$ cat config.mk
export PLATFORM = sky130hd
export DESIGN_NAME = clock_time_setting_editor_unit
export DESIGN_NICKNAME = d
export VERILOG_FILES = /design/src/sv/ctse_pkg.sv /design/src/sv/ctse_in_stage.sv /design/src/sv/ctse_core.sv /design/src/sv/clock_time_setting_editor_unit.sv
export SDC_FILE = /design/constraint.sdc
export NUM_CORES = 1
export LEC_CHECK = 0
export BUFFER_PORTS_ARGS = -buffer_cell sky130_fd_sc_hd__buf_2
export CAP_MARGIN = 10
export CORE_MARGIN = 3
export CORE_UTILIZATION = 35
export DETAILED_ROUTE_END_ITERATION = 10
export MAX_ROUTING_LAYER = met4
export PLACE_DENSITY = 0.6
export SLEW_MARGIN = 25
export SYNTH_ARGS = -nofsm -noshare
export SYNTH_HDL_FRONTEND = slang
export SYNTH_HIERARCHICAL = 1
export SYNTH_SLANG_ARGS = --single-unit
export TNS_END_PERCENT = 1
$ cat constraint.sdc
create_clock -name clk_i -period 3.55 [get_ports clk_i]
set_input_delay 0.71 -clock clk_i [delete_from_list [all_inputs] [get_ports clk_i]]
set_output_delay 0.71 -clock clk_i [all_outputs]
set_load 0.005 [all_outputs]
$ cat src/sv/ctse_pkg.sv
// ----------------------------------------------------------------------------
// Clock time-setting editor: shared definitions
// Event kinds, field selector codes, the calendar record and the month
// length function used by the editor datapath.
// ----------------------------------------------------------------------------
package ctse_pkg;

  // Event kinds carried on the request side-band.
  typedef enum logic [2:0] {
    KIND_LOAD = 3'd0,
    KIND_MODE = 3'd1,
    KIND_NEXT = 3'd2,
    KIND_UP   = 3'd3,
    KIND_DOWN = 3'd4,
    KIND_TICK = 3'd5
  } kind_e;

  // Field selector, in the order the next-field key walks through.
  typedef enum logic [2:0] {
    FIELD_YEAR   = 3'd0,
    FIELD_MONTH  = 3'd1,
    FIELD_DATE   = 3'd2,
    FIELD_HOUR   = 3'd3,
    FIELD_MINUTE = 3'd4,
    FIELD_SECOND = 3'd5
  } field_e;

  localparam logic [6:0]  YEAR_MAX        = 7'd99;
  localparam logic [3:0]  MONTH_MAX       = 4'd12;
  localparam logic [4:0]  HOUR_MAX        = 5'd23;
  localparam logic [5:0]  MINUTE_MAX      = 6'd59;
  localparam logic [5:0]  SECOND_MAX      = 6'd59;
  localparam logic [15:0] BLINK_TICKS_RST = 16'd200;

  localparam int unsigned TDATA_IN_W  = 40;
  localparam int unsigned TDATA_OUT_W = 40;

  typedef struct packed {
    logic [5:0] second;
    logic [5:0] minute;
    logic [4:0] hour;
    logic [4:0] date;
    logic [3:0] month;
    logic [6:0] year;
  } cal_t;

  typedef struct packed {
    logic   set_mode;
    field_e sel;
    logic   blink;
    cal_t   cal;
  } edit_t;

  // Days in a month; February is a leap month when the year is a multiple of 4.
  function automatic logic [4:0] month_len(input logic [3:0] month, input logic [6:0] year);
    logic [4:0] len;
    case (month)
      4'd4, 4'd6, 4'd9, 4'd11: len = 5'd30;
      4'd2:                    len = (year[1:0] == 2'd0) ? 5'd29 : 5'd28;
      default:                 len = 5'd31;
    endcase
    return len;
  endfunction

endpackage

$ cat src/sv/ctse_in_stage.sv
// ----------------------------------------------------------------------------
// Clock time-setting editor: input register
// Captures one request and holds it until the editor core consumes it.
// ----------------------------------------------------------------------------
module ctse_in_stage (
  input  logic                          clk_i,
  input  logic                          rst_ni,
  input  logic                          s_axis_tvalid,
  output logic                          s_axis_tready,
  input  logic [ctse_pkg::TDATA_IN_W-1:0] s_axis_tdata,
  input  logic [2:0]                    s_axis_tuser,
  input  logic                          take_i,
  output logic                          valid_o,
  output ctse_pkg::kind_e               kind_o,
  output ctse_pkg::cal_t                load_o
);
  import ctse_pkg::*;

  logic  valid_q, valid_d;
  kind_e kind_q;
  cal_t  load_q;

  // Free slot, or the held request leaves in this cycle.
  assign s_axis_tready = !valid_q || take_i;

  always_comb begin
    valid_d = valid_q;
    if (s_axis_tready) begin
      valid_d = s_axis_tvalid;
    end
  end

  always_ff @(posedge clk_i or negedge rst_ni) begin
    if (!rst_ni) begin
      valid_q <= 1'b0;
    end else begin
      valid_q <= valid_d;
    end
  end

  always_ff @(posedge clk_i) begin
    if (s_axis_tready && s_axis_tvalid) begin
      kind_q        <= kind_e'(s_axis_tuser);
      load_q.year   <= s_axis_tdata[6:0];
      load_q.month  <= s_axis_tdata[10:7];
      load_q.date   <= s_axis_tdata[15:11];
      load_q.hour   <= s_axis_tdata[20:16];
      load_q.minute <= s_axis_tdata[26:21];
      load_q.second <= s_axis_tdata[32:27];
    end
  end

  assign valid_o = valid_q;
  assign kind_o  = kind_q;
  assign load_o  = load_q;

endmodule

$ cat src/sv/ctse_core.sv
// ----------------------------------------------------------------------------
// Clock time-setting editor: editor state and update logic
// Holds the calendar, mode, selector, blink flag and tick counter, and
// applies one event per cycle when told to.
// ----------------------------------------------------------------------------
module ctse_core (
  input  logic            clk_i,
  input  logic            rst_ni,
  input  logic            cfg_we_i,
  input  logic [15:0]     cfg_wdata_i,
  input  logic            apply_i,
  input  ctse_pkg::kind_e kind_i,
  input  ctse_pkg::cal_t  load_i,
  output ctse_pkg::edit_t edit_o,
  output logic            commit_o
);
  import ctse_pkg::*;

  edit_t       edit_q, edit_d;
  logic [15:0] tick_q, tick_d, tick_inc;
  logic [15:0] blink_ticks_q;
  logic        commit;
  logic [5:0]  date_w;
  logic [4:0]  len_new, len_load;
  logic [3:0]  load_month;
  logic [6:0]  load_year;

  always_ff @(posedge clk_i or negedge rst_ni) begin
    if (!rst_ni) begin
      blink_ticks_q <= BLINK_TICKS_RST;
    end else if (cfg_we_i) begin
      blink_ticks_q <= cfg_wdata_i;
    end
  end

  // Repaired year and month of a load, used to check the loaded day.
  assign load_year  = (load_i.year > YEAR_MAX) ? 7'd0 : load_i.year;
  assign load_month = (load_i.month == 4'd0 || load_i.month > MONTH_MAX) ? 4'd1 : load_i.month;
  assign len_load   = month_len(load_month, load_year);
  assign tick_inc   = tick_q + 16'd1;

  always_comb begin
    edit_d  = edit_q;
    tick_d  = tick_q;
    commit  = 1'b0;
    date_w  = {1'b0, edit_q.cal.date};
    len_new = 5'd31;
    case (kind_i)
      KIND_LOAD: begin
        edit_d.cal.year   = load_year;
        edit_d.cal.month  = load_month;
        edit_d.cal.date   = (load_i.date == 5'd0 || load_i.date > len_load) ? 5'd1 : load_i.date;
        edit_d.cal.hour   = (load_i.hour > HOUR_MAX) ? 5'd0 : load_i.hour;
        edit_d.cal.minute = (load_i.minute > MINUTE_MAX) ? 6'd0 : load_i.minute;
        edit_d.cal.second = (load_i.second > SECOND_MAX) ? 6'd0 : load_i.second;
      end
      KIND_MODE: begin
        if (!edit_q.set_mode) begin
          edit_d.set_mode = 1'b1;
          edit_d.sel      = FIELD_YEAR;
        end else begin
          edit_d.set_mode = 1'b0;
          commit          = 1'b1;
        end
      end
      KIND_NEXT: begin
        if (edit_q.set_mode) begin
          edit_d.sel = (edit_q.sel >= FIELD_SECOND) ? FIELD_YEAR : field_e'(edit_q.sel + 3'd1);
        end
      end
      KIND_UP: begin
        if (edit_q.set_mode) begin
          case (edit_q.sel)
            FIELD_YEAR: begin
              edit_d.cal.year = (edit_q.cal.year >= YEAR_MAX) ? 7'd0 : edit_q.cal.year + 7'd1;
            end
            FIELD_MONTH: begin
              edit_d.cal.month = (edit_q.cal.month >= MONTH_MAX) ? 4'd1
                                                                 : edit_q.cal.month + 4'd1;
            end
            FIELD_DATE: begin
              date_w = {1'b0, edit_q.cal.date} + 6'd1;
            end
            FIELD_HOUR: begin
              edit_d.cal.hour = (edit_q.cal.hour >= HOUR_MAX) ? 5'd0 : edit_q.cal.hour + 5'd1;
            end
            FIELD_MINUTE: begin
              edit_d.cal.minute = (edit_q.cal.minute >= MINUTE_MAX) ? 6'd0
                                                                    : edit_q.cal.minute + 6'd1;
            end
            default: begin
              edit_d.cal.second = (edit_q.cal.second >= SECOND_MAX) ? 6'd0
                                                                    : edit_q.cal.second + 6'd1;
            end
          endcase
          len_new = month_len(edit_d.cal.month, edit_d.cal.year);
          if (date_w > {1'b0, len_new}) begin
            date_w = 6'd1;
          end
          edit_d.cal.date = date_w[4:0];
        end
      end
      KIND_DOWN: begin
        if (edit_q.set_mode) begin
          case (edit_q.sel)
            FIELD_YEAR: begin
              edit_d.cal.year = (edit_q.cal.year == 7'd0) ? YEAR_MAX : edit_q.cal.year - 7'd1;
            end
            FIELD_MONTH: begin
              edit_d.cal.month = (edit_q.cal.month <= 4'd1) ? MONTH_MAX
                                                            : edit_q.cal.month - 4'd1;
            end
            FIELD_DATE: begin
              date_w = (edit_q.cal.date == 5'd0) ? 6'd0 : {1'b0, edit_q.cal.date} - 6'd1;
            end
            FIELD_HOUR: begin
              edit_d.cal.hour = (edit_q.cal.hour == 5'd0) ? HOUR_MAX : edit_q.cal.hour - 5'd1;
            end
            FIELD_MINUTE: begin
              edit_d.cal.minute = (edit_q.cal.minute == 6'd0) ? MINUTE_MAX
                                                              : edit_q.cal.minute - 6'd1;
            end
            default: begin
              edit_d.cal.second = (edit_q.cal.second == 6'd0) ? SECOND_MAX
                                                              : edit_q.cal.second - 6'd1;
            end
          endcase
          len_new = month_len(edit_d.cal.month, edit_d.cal.year);
          // A day stepped below one wraps to the month's last day.
          if (date_w == 6'd0) begin
            date_w = {1'b0, len_new};
          end
          if (date_w > {1'b0, len_new}) begin
            date_w = 6'd1;
          end
          edit_d.cal.date = date_w[4:0];
        end
      end
      KIND_TICK: begin
        if (tick_inc >= blink_ticks_q) begin
          tick_d       = 16'd0;
          edit_d.blink = !edit_q.blink;
        end else begin
          tick_d = tick_inc;
        end
      end
      default: begin
      end
    endcase
  end

  always_ff @(posedge clk_i or negedge rst_ni) begin
    if (!rst_ni) begin
      edit_q.set_mode   <= 1'b0;
      edit_q.sel        <= FIELD_YEAR;
      edit_q.blink      <= 1'b0;
      edit_q.cal.year   <= 7'd0;
      edit_q.cal.month  <= 4'd1;
      edit_q.cal.date   <= 5'd1;
      edit_q.cal.hour   <= 5'd0;
      edit_q.cal.minute <= 6'd0;
      edit_q.cal.second <= 6'd0;
      tick_q            <= 16'd0;
    end else if (apply_i) begin
      edit_q <= edit_d;
      tick_q <= tick_d;
    end
  end

  assign edit_o   = edit_d;
  assign commit_o = commit;

endmodule

$ cat src/sv/clock_time_setting_editor_unit.sv
// ----------------------------------------------------------------------------
// Clock time-setting editor
// Button-driven editor for a calendar clock with set mode, field selection,
// wrapping up and down keys and a blinking selected field.
// ----------------------------------------------------------------------------
// Use of the block:
// Each request on the slave stream is one event. Its kind travels in
// s_axis_tuser (load time, mode key, next-field key, up, down, tick) and the
// time to load travels in s_axis_tdata; the load fields are ignored for the
// other kinds. Every request gives exactly one result on the master stream:
// the editor state after the event together with a commit flag that is high
// only on the mode key that leaves set mode.
// The request is first held in the input register; its result is written
// into the result register once that register is free or being emptied, and
// is offered on the master stream from there. The update is a single pass of
// short logic on the held state, so one request is taken every cycle while
// the receiver does not stall.
// When the receiver stalls, the result register holds its request and the
// input register can still take one more; only then does s_axis_tready fall.
// Reset clears the pipeline, leaves display mode, selects the year, clears the
// blink flag and tick counter and sets the time to year 0, 1 January, 00:00:00.
// The blink period register returns to 200 ticks. The user writes it through
// cfg_we_i / cfg_wdata_i only while no request is in flight; not enforced.
// ----------------------------------------------------------------------------
module clock_time_setting_editor_unit (
  input  logic        clk_i,
  input  logic        rst_ni,
  // Blink period in ticks.
  input  logic        cfg_we_i,
  input  logic [15:0] cfg_wdata_i,
  input  logic        s_axis_tvalid,
  output logic        s_axis_tready,
  // [6:0] load_year, [10:7] load_month, [15:11] load_date, [20:16] load_hour,
  // [26:21] load_minute, [32:27] load_second, [39:33] zero.
  input  logic [ctse_pkg::TDATA_IN_W-1:0] s_axis_tdata,
  // [2:0] kind.
  input  logic [2:0]  s_axis_tuser,
  output logic        m_axis_tvalid,
  input  logic        m_axis_tready,
  // [0] in_set_mode, [3:1] selected_field, [4] blank_selected, [11:5] year,
  // [15:12] month, [20:16] day_of_month, [25:21] hour, [31:26] minute,
  // [37:32] second, [38] commit, [39] zero.
  output logic [ctse_pkg::TDATA_OUT_W-1:0] m_axis_tdata
);
  import ctse_pkg::*;

  logic  in_valid;
  kind_e in_kind;
  cal_t  in_load;
  logic  apply;
  edit_t edit_next;
  logic  commit_next;

  logic  out_valid_q, out_valid_d;
  edit_t out_edit_q;
  logic  out_commit_q;

  ctse_in_stage u_in_stage (
    .clk_i         (clk_i),
    .rst_ni        (rst_ni),
    .s_axis_tvalid (s_axis_tvalid),
    .s_axis_tready (s_axis_tready),
    .s_axis_tdata  (s_axis_tdata),
    .s_axis_tuser  (s_axis_tuser),
    .take_i        (apply),
    .valid_o       (in_valid),
    .kind_o        (in_kind),
    .load_o        (in_load)
  );

  // The held request is applied when the result register is free or is
  // being emptied in this cycle.
  assign apply = in_valid && (!out_valid_q || m_axis_tready);

  ctse_core u_core (
    .clk_i       (clk_i),
    .rst_ni      (rst_ni),
    .cfg_we_i    (cfg_we_i),
    .cfg_wdata_i (cfg_wdata_i),
    .apply_i     (apply),
    .kind_i      (in_kind),
    .load_i      (in_load),
    .edit_o      (edit_next),
    .commit_o    (commit_next)
  );

  always_comb begin
    out_valid_d = out_valid_q;
    if (apply) begin
      out_valid_d = 1'b1;
    end else if (m_axis_tready) begin
      out_valid_d = 1'b0;
    end
  end

  always_ff @(posedge clk_i or negedge rst_ni) begin
    if (!rst_ni) begin
      out_valid_q <= 1'b0;
    end else begin
      out_valid_q <= out_valid_d;
    end
  end

  always_ff @(posedge clk_i) begin
    if (apply) begin
      out_edit_q   <= edit_next;
      out_commit_q <= commit_next;
    end
  end

  assign m_axis_tvalid = out_valid_q;
  assign m_axis_tdata  = {1'b0,
                          out_commit_q,
                          out_edit_q.cal.second,
                          out_edit_q.cal.minute,
                          out_edit_q.cal.hour,
                          out_edit_q.cal.date,
                          out_edit_q.cal.month,
                          out_edit_q.cal.year,
                          out_edit_q.blink,
                          out_edit_q.sel,
                          out_edit_q.set_mode};

endmodule
==> qor.yml <==
floorplan:
  dieArea_sq_mm: 0.02916
  core_area_sq_mm: 0.02635
  die_x_um: 170.8
  fp.dieH_um: 170.8
  rows: 59
  io_pins: 106
  initial_core_util_pct: 36.05
sta:
  slew_headroom_pct: 49.28
  hold_violations: 0
  skew_ps: 11.37
  finalSetupViolCount: 0
  clock.fmax_mhz: 291.3
  finalMaxSlewViolations: 0
  rsz0062_at_grt: "yes"
  tightest_slew_ps: 748.9
  fin_crit_sh_pct: 96.70
  period_minus_slack_ps: 3433
detailed_routing:
  ant_nets: 0
  vias: 8355
  drtIter0Drc: 769
  wl_per_cell_um: 18.12
  viasPerCell: 5.653
  routed_wl_mm: 26.77
  drc: 0
  first_pass_iters: 5
synth:
  ys_seq_area_share_pct: 42.73
  synth.top_cell.area_share_pct: 23.70
  ys.flop_type: "edfxtp_1"
  syn_nets: 1117
  synth.avg_cell_area_sq_um: 9.398
  synth_top_area_cell: "edfxtp_1"
  yosysUniqueCellTypes: 93
  netlist_instances: 1011
  synth_area_sq_mm: 0.009502
  synth_commonest_cells: "124 x nand2_1, 77 x o21ai_0, 75 x edfxtp_1"
  yosysWarnings: 6
  synth_edf_count: 75
  synthTopCellsByArea: "edfxtp_1 24%, dfrtp_1 18%, ha_1 5.5%"
  synthArstFlopShare_pct: 48.98
  synth.most_common_cell: "nand2_1"
  ys_seq_elements: 147
global_routing:
  grtUsageTotal_pct: 18.71
  grt_pass1_vias: 7855
  grt_max_degree: 43
  overflow: 0
  grt_antenna_before_repair: 0
  grt_first_pass_wirelength_mm: 41.96
clock_tree:
  cts_buffers: 17
  path_clk_slew_ps: 70
  worstSkewPairLatency_ps: 430
  htreeDepth: 4
  cts_tree: "yes"
  ctsHoldBuffers: 0
  ctsLongestPathBuffers: 2
  cts-root-buf: "clkbuf_16"
  cts_sinks: 147
worst_setup_path:
  crit_path_max_fanout: 5
  timing.critical_path.from_type: "flop"
  crit_arrival_ps: 3690
  critical_path_required_ps: 3810
  cp-end-kind: "flop"
  path_class: "reg2reg"
power_and_ir_drop:
  p_leak_nw: 4.750
  p_per_area_mw_per_mm2: 655.7
  irDropWorstVdd_v: 0.0002296
final_layout:
  drive_above_1_share_pct: 24.93
  multi_input_area_sq_mm: 0.005111
  finalInstanceArea_sq_mm: 0.01136
  nFillCells: 2548
  nNetsFinal: 1236
  final_util_pct: 43.09
  final_cells: 1478
  seqCellArea_sq_mm: 0.004061
  syn_to_final_growth_pct: 19.53
  diodes: 0
place:
  dp_hpwl_mm: 18.74
  placed_cells: 1444
  routabilityCongestion: 0.8903
  port-buffer-count: 97
  dpl_cell_area_sq_mm: 0.01063
status:
  status: "finished clean"
run:
  maxCapViolCount: 0
worst_hold_path:
  hp-class: "in2async"
-- cell usage in the layout, fill, tap and decap left out, drive strengths merged, types with 15 or more instances in the layout --
master,netlist,routed
mux2,19,19
ha,42,42
edfxtp,75,75
inv,40,46
clkbuf,41,21
nand3,31,31
a31oi,15,15
dfrtp,67,67
nand2,125,125
nor2b,17,17
buf,28,169
o211ai,21,21
a21oi,54,54
nor2,58,58
o21ai,82,82
nor3,27,27
-- per-stage QoR --
stage	setup WS, ps	hold slack, ps	setup TNS, ps	power [mW]
after floorplan	16.09	414.4	0	4.550
after global placement	-8.260	475.1	-8.260	5.502
after detailed placement	-34.84	483.5	-34.84	5.543
after CTS	29.28	317.3	0	7.374
after global routing	-66.14	344.9	-183.5	7.960
final	117.1	301.8	0	7.446
-- layer usage --
metal	GRT usage, %	up-vias	share of wire [%]
met4	6.526	0	2.0
li1	-	4004	-
met2	27.50	299	45
met5	-	-	0
met1	26.06	4016	47
met3	3.258	36	6.3
-- registers in the layout (all words and copies together) (netlist names) --
signal                cells
u_in_stage/load_o        33
u_core/tick_q            16
u_core/blink_ticks_q     16
m_axis_tvalid             1
u_in_stage/valid_o        1
u_core/edit_q            38
m_axis_tdata             38
out_commit_q              1
u_in_stage/kind_o         3
-- critical path, cell delays in order, from the launching register on --
cell      delay [ps]
dfrtp_1          380
ha_2             200
or4_4            570
o211a_4          260
o21ai_2          150
a32oi_1          110
ha_1             190
nor2b_1          130
buf_4            160
o211ai_1          80
o211ai_1         310
a21oi_2          110
or3_1            390
a41oi_2          210
-- cells by family (layout without fill, tap and decap cells) --
logic type,count (synthesis),count (layout),synth area share [%]
adder cells (fa/ha/maj),42,42,5.531
XOR/XNOR,23,23,2.120
multiplexers,24,24,2.818
other,1,1,0.03947
AND/OR/NAND/NOR,359,359,19.62
AO/OA/AOI/OAI,306,306,22.03
flip-flops,147,147,42.73
buffers and inverters,109,241,5.109
-- report_power, final --
part | leakage, nW | switching [mW] | internal, mW | total (mW)
registers | 1.60 | 0.411 | 2.23 | 2.64
logic | 2.86 | 1.74 | 1.29 | 3.03
clock network | 0.286 | 0.786 | 0.989 | 1.78
-- final cells by class --
cell class	count	area share [%]
clock buffers	21	4.242
clock inverters	11	0.7822
inverters	40	1.322
multi-input cells	755	45.00
flip-flops and latches	147	35.76
well taps	335	3.691
repair buffers	169	9.199
-- what timing repair did --
item | CTS | global route
cloned | 0 | 0
buffers inserted | 0 | 2
hold endpoints to repair | 0 | 0
setup endpoints to repair | 2 | 28
pin swaps | 1 | 8
resized for setup | 3 | 29
-- final timing paths --
path                                                    to  cells past startpoint  slack, ps                           from
max in group asynchronous    u_core/edit_q[11]$_DFFE_PN1P_                      2       2510                         rst_ni
max                             m_axis_tdata[16]$_DFFE_PP_                     13        120   u_core/edit_q[0]$_DFFE_PN0P_
min reg2reg                  u_core/edit_q[33]$_DFFE_PN0P_                      1        500  u_core/edit_q[33]$_DFFE_PN0P_
min                          u_core/edit_q[19]$_DFFE_PN0P_                      1        300                         rst_ni
min in group clk_i         u_in_stage/load_o[27]$_DFFE_PP_                      1        450               s_axis_tdata[27]
max reg2reg                     m_axis_tdata[16]$_DFFE_PP_                     13        120   u_core/edit_q[0]$_DFFE_PN0P_
Note: power is estimated with default switching activity, not from simulation.
